--- config.mk ---
export PLATFORM = sky130hd
export DESIGN_NAME = frame_builder_xor_parity_flat
export DESIGN_NICKNAME = d
export VERILOG_FILES = /design/src/hdl/fbx_pkg.sv /design/src/hdl/fbx_item_if.sv /design/src/hdl/fbx_result_if.sv /design/src/hdl/fbx_cfg_if.sv /design/src/hdl/fbx_frame.sv /design/src/hdl/fbx_emit.sv /design/src/hdl/frame_builder_xor_parity.sv /design/src/flat_wrapper.sv
export SDC_FILE = /design/constraint.sdc
export NUM_CORES = 1
export LEC_CHECK = 0
export BUFFER_PORTS_ARGS = -buffer_cell sky130_fd_sc_hd__buf_2
export CAP_MARGIN = 5
export CORE_MARGIN = 3
export CORE_UTILIZATION = 40
export CTS_CLUSTER_SIZE = 20
export DETAILED_ROUTE_END_ITERATION = 10
export GPL_TIMING_DRIVEN = 1
export PLACE_DENSITY = 0.66
export SYNTH_ARGS = -nofsm -noshare
export SYNTH_HDL_FRONTEND = slang
export SYNTH_SLANG_ARGS = --single-unit
--- constraint.sdc ---
create_clock -name clk -period 4.1 [get_ports clk]
set_clock_uncertainty 0.1 [all_clocks]
set_input_delay 0.615 -clock clk [delete_from_list [all_inputs] [get_ports clk]]
set_output_delay 0.615 -clock clk [all_outputs]
set_load 0.05 [all_outputs]
--- src/hdl/fbx_pkg.sv ---
package fbx_pkg;

	// largest frame in bytes: marker, length, sequence, type, payload, parity
	localparam int MAX_FRAME = 64;

	// longest payload a header may announce
	localparam logic [8:0] LEN_LIMIT = 9'(MAX_FRAME - 5);

	// the length byte counts sequence, type and parity on top of the payload
	localparam logic [7:0] LEN_EXTRA = 8'd3;

	localparam logic [7:0] MARKER_RESET = 8'd126;

	// command codes on the item channel
	localparam logic CMD_HEADER = 1'b0;
	localparam logic CMD_DATA   = 1'b1;

	// most results a single item can cause
	localparam int MAX_RESULTS = 5;
	localparam int CNT_W       = $clog2(MAX_RESULTS + 1);

	typedef struct packed {
		logic [7:0] byte_val;
		logic       frame_end;
		logic       error;
	} res_t;

	// results of one accepted item, slot 0 goes out first
	typedef struct packed {
		logic [CNT_W-1:0]            count;
		res_t [MAX_RESULTS-1:0]      res;
	} burst_t;

endpackage

--- src/hdl/fbx_item_if.sv ---
interface fbx_item_if;
	logic       valid;
	logic       ready;
	logic       cmd;
	logic [7:0] data_byte;
	logic [7:0] sequence_req;
	logic [7:0] message_type;
	logic [7:0] frame_data_len;

	modport source (output valid, cmd, data_byte, sequence_req, message_type, frame_data_len,
		input ready);
	modport sink (input valid, cmd, data_byte, sequence_req, message_type, frame_data_len,
		output ready);
endinterface

--- src/hdl/fbx_result_if.sv ---
interface fbx_result_if;
	logic       valid;
	logic       ready;
	logic [7:0] out_byte;
	logic       frame_end;
	logic       error;

	modport source (output valid, out_byte, frame_end, error, input ready);
	modport sink (input valid, out_byte, frame_end, error, output ready);
endinterface

--- src/hdl/fbx_cfg_if.sv ---
interface fbx_cfg_if;
	logic       valid;
	logic       ready;
	logic [7:0] start_marker;

	modport source (output valid, start_marker, input ready);
	modport sink (input valid, start_marker, output ready);
endinterface

--- src/hdl/fbx_frame.sv ---
module fbx_frame (
	input  logic            clk,
	input  logic            arst_n,
	input  logic            take,
	input  logic            cmd,
	input  logic [7:0]      data_byte,
	input  logic [7:0]      sequence_req,
	input  logic [7:0]      message_type,
	input  logic [7:0]      frame_data_len,
	input  logic            cfg_valid,
	input  logic [7:0]      cfg_data,
	output logic            cfg_ready,
	output fbx_pkg::burst_t burst
);

	logic [7:0] marker_q;
	logic [7:0] bytes_left_q;
	logic [7:0] parity_q;
	logic       in_frame_q;

	logic [7:0] bytes_left_d;
	logic [7:0] parity_d;
	logic       in_frame_d;
	logic       too_long;
	logic [7:0] parity_next;

	assign cfg_ready   = 1'b1;
	assign too_long    = {1'b0, frame_data_len} > fbx_pkg::LEN_LIMIT;
	assign parity_next = parity_q ^ data_byte;

	always_comb begin
		burst        = '0;
		bytes_left_d = bytes_left_q;
		parity_d     = parity_q;
		in_frame_d   = in_frame_q;
		if (cmd == fbx_pkg::CMD_HEADER) begin
			if (too_long) begin
				// drop any open frame
				burst.count        = fbx_pkg::CNT_W'(1);
				burst.res[0].error = 1'b1;
				bytes_left_d       = '0;
				parity_d           = '0;
				in_frame_d         = 1'b0;
			end else begin
				burst.res[0].byte_val = marker_q;
				burst.res[1].byte_val = 8'(frame_data_len + fbx_pkg::LEN_EXTRA);
				burst.res[2].byte_val = sequence_req;
				burst.res[3].byte_val = message_type;
				parity_d              = message_type;
				bytes_left_d          = frame_data_len;
				if (frame_data_len == '0) begin
					// empty payload closes right away
					burst.count            = fbx_pkg::CNT_W'(5);
					burst.res[4].byte_val  = message_type;
					burst.res[4].frame_end = 1'b1;
					in_frame_d             = 1'b0;
				end else begin
					burst.count = fbx_pkg::CNT_W'(4);
					in_frame_d  = 1'b1;
				end
			end
		end else if (!in_frame_q) begin
			// stray data byte, state untouched
			burst.count        = fbx_pkg::CNT_W'(1);
			burst.res[0].error = 1'b1;
		end else begin
			burst.res[0].byte_val = data_byte;
			parity_d              = parity_next;
			bytes_left_d          = bytes_left_q - 8'd1;
			if (bytes_left_q == 8'd1) begin
				burst.count            = fbx_pkg::CNT_W'(2);
				burst.res[1].byte_val  = parity_next;
				burst.res[1].frame_end = 1'b1;
				in_frame_d             = 1'b0;
			end else begin
				burst.count = fbx_pkg::CNT_W'(1);
			end
		end
	end

	always_ff @(posedge clk or negedge arst_n) begin
		if (!arst_n) begin
			marker_q     <= fbx_pkg::MARKER_RESET;
			bytes_left_q <= '0;
			parity_q     <= '0;
			in_frame_q   <= 1'b0;
		end else begin
			if (cfg_valid && cfg_ready) begin
				marker_q <= cfg_data;
			end
			if (take) begin
				bytes_left_q <= bytes_left_d;
				parity_q     <= parity_d;
				in_frame_q   <= in_frame_d;
			end
		end
	end

endmodule

--- src/hdl/fbx_emit.sv ---
module fbx_emit (
	input  logic            clk,
	input  logic            arst_n,
	input  logic            load,
	input  fbx_pkg::burst_t burst,
	output logic            free,
	input  logic            out_ready,
	output logic            out_valid,
	output fbx_pkg::res_t   out_res
);

	fbx_pkg::res_t [fbx_pkg::MAX_RESULTS-1:0] slot_q;
	logic [fbx_pkg::CNT_W-1:0]                 cnt_q;
	logic                                      out_valid_q;
	fbx_pkg::res_t                             out_q;

	logic out_open;
	logic move;

	// output register can take a new result
	assign out_open  = !out_valid_q || out_ready;
	assign move      = out_open && (cnt_q != '0);
	// next burst may land once the last queued result leaves
	assign free      = (cnt_q == '0) || (cnt_q == fbx_pkg::CNT_W'(1) && out_open);
	assign out_valid = out_valid_q;
	assign out_res   = out_q;

	always_ff @(posedge clk or negedge arst_n) begin
		if (!arst_n) begin
			cnt_q       <= '0;
			out_valid_q <= 1'b0;
		end else begin
			if (load) begin
				cnt_q <= burst.count;
			end else if (move) begin
				cnt_q <= cnt_q - fbx_pkg::CNT_W'(1);
			end
			if (out_open) begin
				out_valid_q <= cnt_q != '0;
			end
		end
	end

	always_ff @(posedge clk) begin
		if (load) begin
			slot_q <= burst.res;
		end else if (move) begin
			slot_q <= {fbx_pkg::res_t'('0), slot_q[fbx_pkg::MAX_RESULTS-1:1]};
		end
		if (move) begin
			out_q <= slot_q[0];
		end
	end

endmodule

--- src/hdl/frame_builder_xor_parity.sv ---
// channel   dir   handshake      payload
// item      in    valid/ready    cmd, data_byte, sequence_req, message_type, frame_data_len
// result    out   valid/ready    out_byte, frame_end, error
// cfg       in    valid/ready    start_marker (ready tied high)
//
// one result leaves per cycle while result is ready; a data item inside a frame queues one
// result, two when it closes the frame, a header four or five, a single error result when
// its length is too long; the queue drains one slot per cycle while the output is open
// an accepted item reaches result through its queue slot and then the output register
// arst_n clears frame state and queue, marker returns to 126
// result stall holds the output; item ready on an empty queue or as its last result leaves
module frame_builder_xor_parity (
	input logic           clk,
	input logic           arst_n,
	fbx_item_if.sink      item,
	fbx_result_if.source  result,
	fbx_cfg_if.sink       cfg
);

	fbx_pkg::burst_t burst;
	fbx_pkg::res_t   res;
	logic            queue_free;
	logic            take;

	// item transfer only when the result queue is free for a new burst
	assign item.ready = queue_free;
	assign take       = item.valid && queue_free;

	// frame state, marker register, result forming
	fbx_frame u_frame (
		.clk            (clk),
		.arst_n         (arst_n),
		.take           (take),
		.cmd            (item.cmd),
		.data_byte      (item.data_byte),
		.sequence_req   (item.sequence_req),
		.message_type   (item.message_type),
		.frame_data_len (item.frame_data_len),
		.cfg_valid      (cfg.valid),
		.cfg_data       (cfg.start_marker),
		.cfg_ready      (cfg.ready),
		.burst          (burst)
	);

	// result queue and output register
	fbx_emit u_emit (
		.clk       (clk),
		.arst_n    (arst_n),
		.load      (take),
		.burst     (burst),
		.free      (queue_free),
		.out_ready (result.ready),
		.out_valid (result.valid),
		.out_res   (res)
	);

	assign result.out_byte  = res.byte_val;
	assign result.frame_end = res.frame_end;
	assign result.error     = res.error;

endmodule

--- src/flat_wrapper.sv ---
// flat-port wrapper written by rule: the top's interface ports become plain ports
module frame_builder_xor_parity_flat 
  (clk, arst_n, item_valid, item_cmd, item_data_byte, item_sequence_req, item_message_type, item_frame_data_len, item_ready, result_valid, result_out_byte, result_frame_end, result_error, result_ready, cfg_valid, cfg_start_marker, cfg_ready);
  fbx_item_if item_i ();
  fbx_result_if result_i ();
  fbx_cfg_if cfg_i ();
  input logic clk;
  input logic arst_n;
  input wire logic [$bits(item_i.valid)-1:0] item_valid;
  input wire logic [$bits(item_i.cmd)-1:0] item_cmd;
  input wire logic [$bits(item_i.data_byte)-1:0] item_data_byte;
  input wire logic [$bits(item_i.sequence_req)-1:0] item_sequence_req;
  input wire logic [$bits(item_i.message_type)-1:0] item_message_type;
  input wire logic [$bits(item_i.frame_data_len)-1:0] item_frame_data_len;
  output wire logic [$bits(item_i.ready)-1:0] item_ready;
  output wire logic [$bits(result_i.valid)-1:0] result_valid;
  output wire logic [$bits(result_i.out_byte)-1:0] result_out_byte;
  output wire logic [$bits(result_i.frame_end)-1:0] result_frame_end;
  output wire logic [$bits(result_i.error)-1:0] result_error;
  input wire logic [$bits(result_i.ready)-1:0] result_ready;
  input wire logic [$bits(cfg_i.valid)-1:0] cfg_valid;
  input wire logic [$bits(cfg_i.start_marker)-1:0] cfg_start_marker;
  output wire logic [$bits(cfg_i.ready)-1:0] cfg_ready;
  assign item_i.valid = item_valid;
  assign item_i.cmd = item_cmd;
  assign item_i.data_byte = item_data_byte;
  assign item_i.sequence_req = item_sequence_req;
  assign item_i.message_type = item_message_type;
  assign item_i.frame_data_len = item_frame_data_len;
  assign item_ready = item_i.ready;
  assign result_valid = result_i.valid;
  assign result_out_byte = result_i.out_byte;
  assign result_frame_end = result_i.frame_end;
  assign result_error = result_i.error;
  assign result_i.ready = result_ready;
  assign cfg_i.valid = cfg_valid;
  assign cfg_i.start_marker = cfg_start_marker;
  assign cfg_ready = cfg_i.ready;
  frame_builder_xor_parity u_core (.clk(clk), .arst_n(arst_n), .item(item_i), .result(result_i), .cfg(cfg_i));
endmodule
# After elaboration in Yosys (flattened, before gate mapping)
# Index checks and enable logic that the tools add are counted.
word_totals:
  regBits: 85
  inputBits: 46
  output_inout_bits: 13
  wordCells: 76
classes:
  add_sub_neg: 3
  n_lt_le_gt_ge: 1
  eq_ne: 3
  n_mux: 37
  bitwise: 1
  n_reduce_logical: 11
op_table:
  columns: ["op", "n"]
  rows:
  - ["8-bit 2-to-1 mux", 14]
  - ["50-bit 2-to-1 mux", 2]
  - ["9-bit 2-to-1 mux", 5]
  - ["3-bit 2-to-1 mux", 5]
  - ["1-bit 2-to-1 mux", 10]
  - ["8-bit by 2-bit adder with 8-bit output (second input constant)", 1]
  - ["8-bit by 1-bit == test with 1-bit output (second input constant)", 1]
  - ["8-bit by 6-bit greater-than comparator with 1-bit output (second input constant)", 1]
  - ["8-bit logical NOT", 1]
  - ["8-bit by 1-bit subtractor with 8-bit output (second input constant)", 1]
  - ["8-bit bitwise XOR", 1]
  - ["3-bit by 1-bit == test with 1-bit output (second input constant)", 1]
  - ["1-bit logical AND", 3]
  - ["3-bit logical NOT", 1]
  - ["3-bit nonzero test", 1]
  - ["3-bit by 1-bit subtractor with 3-bit output (second input constant)", 1]
  - ["1-bit logical OR", 2]
  - ["2-bit 2-to-1 mux", 1]
  - ["2-bit by 1-bit != test with 1-bit output (second input constant)", 1]
  - ["2-bit AND reduction", 1]
  - ["2-bit nonzero test", 1]
  - ["1-bit logical NOT", 1]

# Logic depth before layout (Yosys ltp)
# Gate-level depths: netlist (run 1).
depth:
  word_depth: 6
  ltp_mapped: 9
  depth_no_buf: 7

# By module
# From an unflattened synthesis (run 1), not the netlist that was laid out.
unflattened:
  hier_cells: 364
  area_unflattened_um2: 4640.7
modules_own_cells:
  columns: ["mod", "n_inst", "cells_each", "area_per_inst_um2", "seq_area_each_um2"]
  rows:
  - ["fbx_emit", 1, 146, 2653.8, 1901.8]
  - ["fbx_frame", 1, 217, 1980.6, 633.1]
  - ["frame_builder_xor_parity", 1, 1, 6.3, 0.0]

# Least setup slack after synthesis (run 1)
# OpenSTA, ideal clock, no wires.
synth_path:
  kind: "reg2reg"
  start: "register u_core.u_emit.cnt_q[0] in the netlist's numbering"
  end: "register u_core.u_emit.slot_q[0] in the netlist's numbering, enable pin"
  setup_time_ns: 0.503
  arrival_time_ns: 3.857
  t_required_ns: 3.497
  path_slack_ns: -0.360
  path_stages_with_launch: 5
  n_path_buf: 0
  period_less_slack_ns: 4.460
  cell_sequence: "dfrtp_1 > inv_1 > ha_1 > nor2b_2 > o21ai_0"
synth_between:
  elab_chain_cells: 5
  elab_cells_between_ends: 8
  classes_between: "eq/ne: 1; reduce/logical: 7"
synth_lines:
  columns: ["item", "line_no", "source"]
  rows:
  - ["from (decl)", "fbx_emit.sv:13", "logic [fbx_pkg::CNT_W-1:0] cnt_q;"]
  - ["from (signal assigned)", "fbx_emit.sv:34", "cnt_q <= burst.count;"]
  - ["from (signal assigned)", "fbx_emit.sv:36", "cnt_q <= cnt_q - fbx_pkg::CNT_W'(1);"]
  - ["3-bit by 1-bit == test with 1-bit output", "fbx_emit.sv:24", "assign free = (cnt_q == '0) || (cnt_q == fbx_pkg::CNT_W'(1) && out_open);"]
  - ["1-bit logical AND", "fbx_emit.sv:24", null]
  - ["1-bit logical OR", "fbx_emit.sv:24", null]
  - ["1-bit logical AND", "frame_builder_xor_parity.sv:27", "assign take = item.valid && queue_free;"]
  - ["2-bit nonzero test (no line) *", null, null]
  - ["to (signal assigned)", "fbx_emit.sv:46", "slot_q <= burst.res;"]
  - ["to (signal assigned)", "fbx_emit.sv:48", "slot_q <= {fbx_pkg::res_t'('0), slot_q[fbx_pkg::MAX_RESULTS-1:1]};"]
  - ["to (decl)", "fbx_emit.sv:12", "fbx_pkg::res_t [fbx_pkg::MAX_RESULTS-1:0] slot_q;"]
# Mark *: on every way between the ends. The rest lies on a longest branch, timed or not.
# A chain may end at the register's enable or synchronous reset.

# Worst setup path in the final report (run 1)
layout_path:
  start: "register u_core.u_emit.cnt_q[0] in the netlist's numbering"
  end: "output port item_ready"
layout_between:
  elab_chain_cells: 3
  elab_cells_between_ends: 4
  classes_between: "eq/ne: 1; reduce/logical: 3"
layout_lines:
  columns: ["item", "line_no", "source"]
  rows:
  - ["3-bit by 1-bit == test with 1-bit output", "fbx_emit.sv:24", null]
  - ["1-bit logical AND", "fbx_emit.sv:24", null]
  - ["1-bit logical OR *", "fbx_emit.sv:24", null]
  - ["to (decl)", "flat_wrapper.sv:15", "output wire logic [$bits(item_i.ready)-1:0] item_ready;"]
# Marks and branches as above.

==> results of run 1 <==
## synth_stat cells, types with 3 or more instances
| master | number |
|---|---|
| and2_1 | 17 |
| a21o_1 | 9 |
| clkbuf_1 | 4 |
| ha_1 | 7 |
| nand2_1 | 17 |
| edfxtp_1 | 53 |
| inv_2 | 3 |
| nand3_1 | 7 |
| o211ai_1 | 4 |
| a32oi_1 | 4 |
| inv_1 | 8 |
| o31ai_1 | 3 |
| a31oi_1 | 3 |
| nor2_1 | 13 |
| a31o_2 | 7 |
| o21ai_0 | 10 |
| and4_1 | 7 |
| mux2_2 | 13 |
| buf_2 | 9 |
| mux2i_1 | 4 |
| nand4_1 | 3 |
| dfxtp_1 | 3 |
| a22o_1 | 11 |
| a221o_1 | 14 |
| buf_6 | 3 |
| nor2b_1 | 15 |
| dfstp_2 | 6 |
| xor2_1 | 4 |
| nor3_1 | 6 |
| a21oi_1 | 3 |
| dfrtp_1 | 23 |
## layer usage
metal,track usage [%],routed length (um),up-vias
met5,0,0,-
met4,7.75,298,0
met3,3.26,530,22
met2,26.7,4430,117
met1,23.1,4370,1449
li1,-,-,1394
## worst min path at each step
stage                             from  depth (start not counted)  slack [ns]                              to
2_1_floorplan                   arst_n                          0        0.22          u_core.u_emit.cnt_q[0]
3_3_place_gp   u_core.u_emit.slot_q[3]                          0        0.30        u_core.u_emit.out_res[3]
3_5_place_dp   u_core.u_emit.slot_q[5]                          0        0.31        u_core.u_emit.out_res[5]
4_1_cts                         arst_n                          1        0.22      u_core.u_frame.marker_q[7]
5_1_grt                         arst_n                          1        0.24  u_core.u_frame.bytes_left_q[1]
6_report                        arst_n                          1        0.20  u_core.u_frame.bytes_left_q[1]
## registers in the layout (all words and copies together) (netlist names)
register / count
u_core.u_frame.bytes_left_q: 8
u_core.u_frame.parity_q: 8
u_core.u_emit.slot_q: 46
u_core.u_emit.out_valid: 1
u_core.u_emit.out_res: 10
u_core.u_emit.cnt_q: 3
u_core.u_frame.in_frame_q: 1
u_core.u_frame.marker_q: 8
## layout by cell type, fill, tap and decap left out, drive strengths merged, types with 5 or more instances in the layout
master  Yosys  layout
a21o        9       9
a221o      14      14
a22o       11      11
a31o        7       7
and2       17      17
and4        7       7
buf        14      59
clkbuf      4      10
dfrtp      23      23
dfstp       6       6
edfxtp     53      53
ha          7       7
inv        11      12
mux2       13      13
nand2      18      18
nand3       7       7
nor2       14      14
nor2b      16      16
nor3        9       9
o211ai      5       5
o21ai      11      11
## stage by stage
| step | utilization, % | total power, mW | hold slack, ns | std cells | worst slack [ns] |
|---|---|---|---|---|---|
| 2_1_floorplan | - | 2.31 | 0.219 | 335 | 0.805 |
| 3_3_place_gp | 46.0 | 2.53 | 0.301 | 509 | 1.39 |
| 3_5_place_dp | 46.0 | 2.57 | 0.306 | 509 | 1.25 |
| 4_1_cts | 48.5 | 3.29 | 0.216 | 525 | 1.13 |
| 5_1_grt | 48.5 | 3.45 | 0.238 | 525 | 1.06 |
| 6_report | 48.5 | 3.26 | 0.201 | 525 | 1.14 |
## area by class of cell
| type | count | area (sq um) |
|---|---|---|
| fillers | 908 | 5150 |
| flip-flops and latches | 85 | 2380 |
| multi-input cells | 221 | 1710 |
| repair buffers | 59 | 300 |
| well taps | 133 | 166 |
| clock buffers | 10 | 149 |
| clock inverters | 6 | 103 |
| inverters | 11 | 41.3 |
## power breakdown
group / leakage [nW] / total, mW / switching (mW) / internal, mW
Combinational: 0.947 / 1.07 / 0.689 / 0.379
Clock: 0.125 / 0.713 / 0.323 / 0.389
Sequential: 0.891 / 1.48 / 0.154 / 1.33
## logic make-up (layout without fill, tap and decap cells)
kind of cell / count (synthesis) / count (layout)
buffers and inverters: 29 / 86
AOI/OAI and AO/OA: 86 / 86
other: 1 / 1
and+or+nand+nor: 104 / 104
xor gates and xnor gates: 6 / 6
DFF: 85 / 85
muxes: 17 / 17
adders and majority gates: 7 / 7
## critical path: cells and delay by family, from the launching register on
| kind | cells | cell delay [ns] |
|---|---|---|
| buffers and inverters | 3 | 0.63 |
| AOI/OAI and AO/OA | 1 | 0.43 |
| DFF | 1 | 0.36 |
| adders and majority gates | 1 | 0.24 |
| and+or+nand+nor | 1 | 0.22 |
==> metrics.md, run 1 <==
| Metric | Value |
|---|---|
| Outcome | `finished clean` |
| Syn_nets | `388` |
| Worst Setup Start Kind | `flip-flop` |
| Final net count | `440` |
| Die area | `11800 sq um` |
| Design Area, Final | `4850 sq um` |
| Routed vias/inst | `5.68` |
| Syn avg cell area | `12.6 sq um` |
| Adder-cell share of the synthesized area | `2.07%` |
| Tightest Pin Transition | `1.05 ns` |
| Ant diodes | `0` |
| Syn-to-layout area delta | `14.8%` |
| Post-CTS Setup Bufs | `0` |
| Leak | `1.96 nW` |
| Area contributors post-synth | `edfxtp_1, dfrtp_1, dfstp_2` |
| RSZ-0062 raised after global routing | `no` |
| DRC | `0` |
| GRT Total Usage | `17.1%` |
| Longest Clk Path Bufs | `2` |
| Worst vdd ir | `0.000271 V` |
| Final Hold Fails | `0` |
| H-Tree Depth | `3` |
| FF-to-FF Start | `u_core.u_emit.cnt_q[0]` |
| #FFs+latches synth | `85` |
| Main synth FF type | `edfxtp_1` |
| EDFF count, synth | `53` |
| Worst Path Class, Setup | `reg -> out` |
| RD Place Congestion | `0.837` |
| CTS tree | `done` |
| Ys Warns | `0` |
| Cts repair resizes | `0` |
| Final ANT Viol Nets | `0` |
| Slew headroom | `30.1%` |
| Final setup violation count | `0` |
| Critical path required time | `3.38 ns` |
| CTS Root Cell | `clkbuf_8` |
| Vias | `2982` |
| Die H | `109 um` |
| Slowest CP cell | `a31oi_4` |
| First-pass GRT wire length | `15.3 mm` |
| Mapped Area | `4230 sq um` |
| CTS Hold Buffers Added | `0` |
| Worst reg-to-reg setup slack | `1.24 ns` |
| CTS Sinks | `85` |
| Fraction of layout cells with a size suffix above 1 | `30.4%` |
| Reg-to-reg critical path endpoint | `u_core.u_emit.slot_q[39]` |
| XOR/XNOR share of the synthesized area | `1.24%` |
| GRT overflow | `0` |
| Core Rows | `36` |
| Iteration-0 DRC Markers | `214` |
| Final wirelength | `9.63 mm` |
| Synth Area in Compound Gates | `16.8%` |
| Critical Path Start | `u_core.u_emit.cnt_q[0]` |
| Mux cell area share after synthesis | `4.41%` |
| Max-slew violations | `0` |
| Final worst path period need | `2.96 ns` |
| Max Fclk | `0.338 GHz` |
| Routed len/inst | `18.3 um` |
| CP peak stage delay | `0.43 ns` |
| Final period utilization | `72.2%` |
| Clk slew on worst S/H paths | `0.09 ns` |
| Synthesized instance count | `335` |
| Main combinational cell family by area after synthesis | `compound AO/OA/AOI/OAI gates` |
| Hold crit path type | `in -> async` |
| Seq/Total Area, Yosys | `56.4%` |
| Clk_lat worst skew | `0.36 ns` |
| Worst EP arrival | `2.24 ns` |
| Final HPWL DP | `6.70 mm` |
| Initial antenna violation count | `0` |
| Initial cell density of the core | `42.3%` |
| Pin count of the biggest net entering global routing | `44` |
| Simple-gate share of the synthesized area | `15.4%` |
| Kind of end point of the critical path | `output port` |
| Ports | `59` |
| CP endpoint | `item_ready` |
| Synth area leader | `edfxtp_1` |
| Die W | `109 um` |
| Post-DP Area | `4600 sq um` |
| Reg2reg path depth | `8` |
| Highest net fanout along the worst path | `17` |
| Power Density | `673 nW/um^2` |
| Setup TNS | `0 ns` |
| Pre-antenna DRT Iters | `5` |
| Worst-path cell chain | `inv_1 -> ha_1 -> nor2b_2 -> a31oi_4 -> inv_2 -> buf_2` |
| Top-area cell type share of the netlist area | `37.7%` |
| Maxcap violations | `0` |
| TritonCTS Buffers | `9` |
| Core Region | `10000 sq um` |
| Vias in the first global route | `2936` |
| PortBufs | `57` |
| Ys async rst share | `34.1%` |
| Library cells used by synthesis | `62` |
(Power assumes the default switching activity.)
==> run 2: changes to the inputs <==
--- a/config.mk
+++ b/config.mk
@@ -5,6 +5,7 @@
 export SDC_FILE = /design/constraint.sdc
 export NUM_CORES = 1
 export LEC_CHECK = 0
+export ABC_AREA = 1
 export BUFFER_PORTS_ARGS = -buffer_cell sky130_fd_sc_hd__buf_2
 export CAP_MARGIN = 5
 export CORE_MARGIN = 3
@@ -12,7 +13,7 @@
 export CTS_CLUSTER_SIZE = 20
 export DETAILED_ROUTE_END_ITERATION = 10
 export GPL_TIMING_DRIVEN = 1
-export PLACE_DENSITY = 0.66
+export PLACE_DENSITY = 0.64
 export SYNTH_ARGS = -nofsm -noshare
 export SYNTH_HDL_FRONTEND = slang
 export SYNTH_SLANG_ARGS = --single-unit
==> constraint.sdc (replaced) <==
create_clock -name clk -period 2.87 [get_ports clk]
set_clock_uncertainty 0.1 [all_clocks]
set_input_delay 0.4305 -clock clk [delete_from_list [all_inputs] [get_ports clk]]
set_output_delay 0.4305 -clock clk [all_outputs]
set_load 0.05 [all_outputs]
==> run 2 against run 1 <==
Against the previous run:
- register-to-register slack got worse by 0.49 ns
- cell area fell by 1.2%
- core utilization fell by 0.59 points
- highest routed layer unchanged
- final cell count rose by 25%
- routed wire length fell by 2.1%
==> metrics.md, run 2 <==
| Metric | Value |
|---|---|
| Final HPWL DP | `6.86 mm (was 6.70 mm)` |
| Most frequent cells after synthesis | `nand2_1, edfxtp_1, nand3_1, inv_1, o21ai_0 (was edfxtp_1, dfrtp_1, and2_1, nand2_1, nor2b_1)` |
| CTS Hold Buffers Added | `0 (unchanged)` |
| Clk_lat worst skew | `0.35 ns (was 0.36 ns)` |
| Fraction of layout cells with a size suffix above 1 | `21.2% (was 30.4%)` |
| Layout Cells excl Fill | `656 (was 525)` |
| Pre-CTS setup slack | `0.754 ns (was 1.25 ns)` |
| Vias | `3234 (was 2982)` |
| First-pass GRT wire length | `15.5 mm (was 15.3 mm)` |
| Routed len/inst | `14.4 um (was 18.3 um)` |
| Leak | `2.26 nW (was 1.96 nW)` |
| Final ANT Viol Nets | `0 (unchanged)` |
| CTS Root Cell | `clkbuf_8 (unchanged)` |
| Most common cell in the netlist | `nand2_1 (was edfxtp_1)` |
| DRC | `0 (unchanged)` |
| Syn avg cell area | `9.12 sq um (was 12.6 sq um)` |
| Final core utilization | `47.9% (was 48.5%)` |
| Library cells used by synthesis | `32 (was 62)` |
| Max-slew violations | `0 (unchanged)` |
| CTS tree | `done (unchanged)` |
| Pin count of the biggest net entering global routing | `37 (was 44)` |
| Area contributors post-synth | `edfxtp_1, dfrtp_1, nand2_1 (was edfxtp_1, dfrtp_1, dfstp_2)` |
| Highest net fanout along the worst path | `36 (was 17)` |
| Synth area leader | `edfxtp_1 (unchanged)` |
| Top reg by flops | `u_core.u_emit.slot_q (unchanged)` |
| Ant diodes | `0 (unchanged)` |
| Core Region | `10000 sq um (unchanged)` |
| Worst vdd ir | `0.000411 V (was 0.000271 V)` |
| TritonCTS Buffers | `9 (unchanged)` |
| WP buf/inv | `3 (unchanged)` |
| RD Place Congestion | `0.830 (was 0.837)` |
| Final Hold Fails | `0 (unchanged)` |
| Tightest Pin Transition | `0.713 ns (was 1.05 ns)` |
| Slowest CP cell | `dfrtp_1 (was a31oi_4)` |
| Iteration-0 DRC Markers | `209 (was 214)` |
| Worst Path Class, Setup | `reg -> reg (was reg -> out)` |
| Ys Warns | `0 (unchanged)` |
| Die W | `109 um (about the same)` |
| Post-CTS Setup Bufs | `0 (unchanged)` |
| Core Rows | `36 (unchanged)` |
| GRT overflow | `0 (unchanged)` |
| Hold crit path type | `in -> async (unchanged)` |
| Final period utilization | `74.0%` |
| FF-to-FF Start | `u_core.u_emit.cnt_q[1] (was u_core.u_emit.cnt_q[0])` |
| Setup TNS | `0 ns (unchanged)` |
| Tot Pwr | `4.76 mW (was 3.26 mW)` |
| Commonest non-fill, non-tap cells in the layout | `nand2_1, buf_2, edfxtp_1 (was buf_2, edfxtp_1, dfrtp_1)` |
| Design Area, Final | `4790 sq um (was 4850 sq um)` |
| Worst EP arrival | `2.04 ns (was 2.24 ns)` |
| Register Area | `2380 sq um (unchanged)` |
| Critical path's top delay family | `simple AND/OR/NAND/NOR gates (was buffers and inverters)` |
| Routed vias/inst | `4.93 (was 5.68)` |
| H-Tree Depth | `3 (unchanged)` |
| Syn_nets | `514 (was 388)` |
| GRT Total Usage | `17.1% (about the same)` |
| PortBufs | `57 (unchanged)` |
| Cts repair resizes | `0 (unchanged)` |
| Die H | `109 um (about the same)` |
| Pre-antenna DRT Iters | `4 (was 5)` |
| Vias in the first global route | `3116 (was 2936)` |
| Largest register FFs | `46 (unchanged)` |
| Post-Place Cells | `640 (was 509)` |
| Die area | `11800 sq um (about the same)` |
| Minimum hold slack | `0.0301 ns (was 0.201 ns)` |
| Outcome | `finished clean (unchanged)` |
| Worst setup margin | `0.746 ns (was 1.14 ns)` |
| Initial cell density of the core | `42.0% (was 42.3%)` |
| Slew headroom | `52.5% (was 30.1%)` |
| CTS Sinks | `85 (unchanged)` |
| Clk slew on worst S/H paths | `0.08 ns (was 0.09 ns)` |
| CP peak stage delay | `0.37 ns (was 0.43 ns)` |
| Post-DP Area | `4580 sq um (was 4600 sq um)` |
| Worst Setup Start Kind | `flip-flop (unchanged)` |
| Top-area cell type share of the netlist area | `37.9% (was 37.7%)` |
| Most common cell after layout, fill and taps aside | `nand2_1 (was buf_2)` |
| Critical path required time | `2.78 ns (was 3.38 ns)` |
| #FFs+latches synth | `85 (unchanged)` |
| Final setup violation count | `0 (unchanged)` |
| Ports | `59 (unchanged)` |
| Final net count | `571 (was 440)` |
| # fillers | `975 (was 908)` |
| RSZ-0062 raised after global routing | `no (unchanged)` |
| Syn-to-layout area delta | `14.1% (was 14.8%)` |
| Seq/Total Area, Yosys | `56.7% (was 56.4%)` |
| Initial antenna violation count | `0 (unchanged)` |
| Maxcap violations | `0 (unchanged)` |
| Final worst path period need | `2.12 ns` |
| Critical Path Start | `u_core.u_emit.cnt_q[1] (was u_core.u_emit.cnt_q[0])` |
| Longest Clk Path Bufs | `2 (unchanged)` |
| Ys async rst share | `34.1% (unchanged)` |
| Power Density | `994 nW/um^2 (was 673 nW/um^2)` |
| Worst-path cell chain | `inv_1 -> ha_1 -> inv_1 -> nor2_1 -> nand2_2 -> nand2_4 -> nand2_4 -> nand2_2 -> buf_4 (was inv_1 -> ha_1 -> nor2b_2 -> a31oi_4 -> inv_2 -> buf_2)` |
| Max Fclk | `0.471 GHz` |
| Mapped Area | `4200 sq um (was 4230 sq um)` |
| Final wirelength | `9.43 mm (was 9.63 mm)` |
| Multi-input logic area | `1550 sq um (was 1710 sq um)` |
| Kind of end point of the critical path | `flip-flop (was output port)` |
| Synthesized instance count | `461 (was 335)` |
| EDFF count, synth | `53 (unchanged)` |
| Main synth FF type | `edfxtp_1 (unchanged)` |
## run 2: kinds of logic (layout without fill, tap and decap cells)
logic type      Yosys count  in the layout  synth area share, %
compound gates           47             47                 5.72
xor+xnor                  5              5                 1.04
fa+ha+maj                 7              7                 2.08
buf+inv                  58            120                 6.49
flops                    85             85                 56.7
mux                       8              8                 2.14
other cells               1              1               0.0892
simple gates            250            250                 25.7
## run 2: report_power, final
| group | total, mW | switching (mW) | internal, mW | leakage, nW |
|---|---|---|---|---|
| clock network | 0.918 | 0.428 | 0.491 | 0.107 |
| registers | 2.18 | 0.208 | 1.97 | 0.935 |
| logic | 1.66 | 1.18 | 0.477 | 1.22 |
| total | 4.76 | 1.82 | 2.94 | 2.26 |
## run 2: final timing paths
check / endpoint / slack [ns] / cells past startpoint
max reg2reg: u_core.u_emit.slot_q[16] / 0.75 / 9
min: u_core.u_frame.bytes_left_q[3] / 0.03 / 1
min in group clk: u_core.u_frame.marker_q[3] / 0.21 / 2
max: u_core.u_emit.slot_q[16] / 0.75 / 9
max in group asynchronous: u_core.u_frame.marker_q[0] / 2.18 / 1
min reg2reg: u_core.u_emit.out_res[8] / 0.32 / 0
## run 2: layout make-up
| cell class | instances | share of cell area (%) |
|---|---|---|
| Sequential cell | 85 | 49.8 |
| Inverter | 42 | 3.29 |
| Multi-Input combinational cell | 318 | 32.3 |
| Tap cell | 133 | 3.47 |
| Clock buffer | 10 | 2.66 |
| Timing Repair Buffer | 62 | 6.73 |
| Clock inverter | 6 | 1.80 |
## run 2: worst reg2reg max path, cell delays in order, from the launching register on
cell     delay, ns
dfrtp_1       0.37
inv_1         0.11
ha_1          0.16
inv_1         0.04
nor2_1        0.11
nand2_2       0.09
nand2_4       0.07
nand2_4       0.25
nand2_2       0.16
buf_4         0.34
## run 2: routing by layer
metal	global-route usage (%)	part of all wire, %	up-vias
met1	22.0	44	1533
met5	0	0	-
met4	7.12	2.0	0
li1	-	-	1617
met3	2.63	4.6	14
met2	28.6	50	70
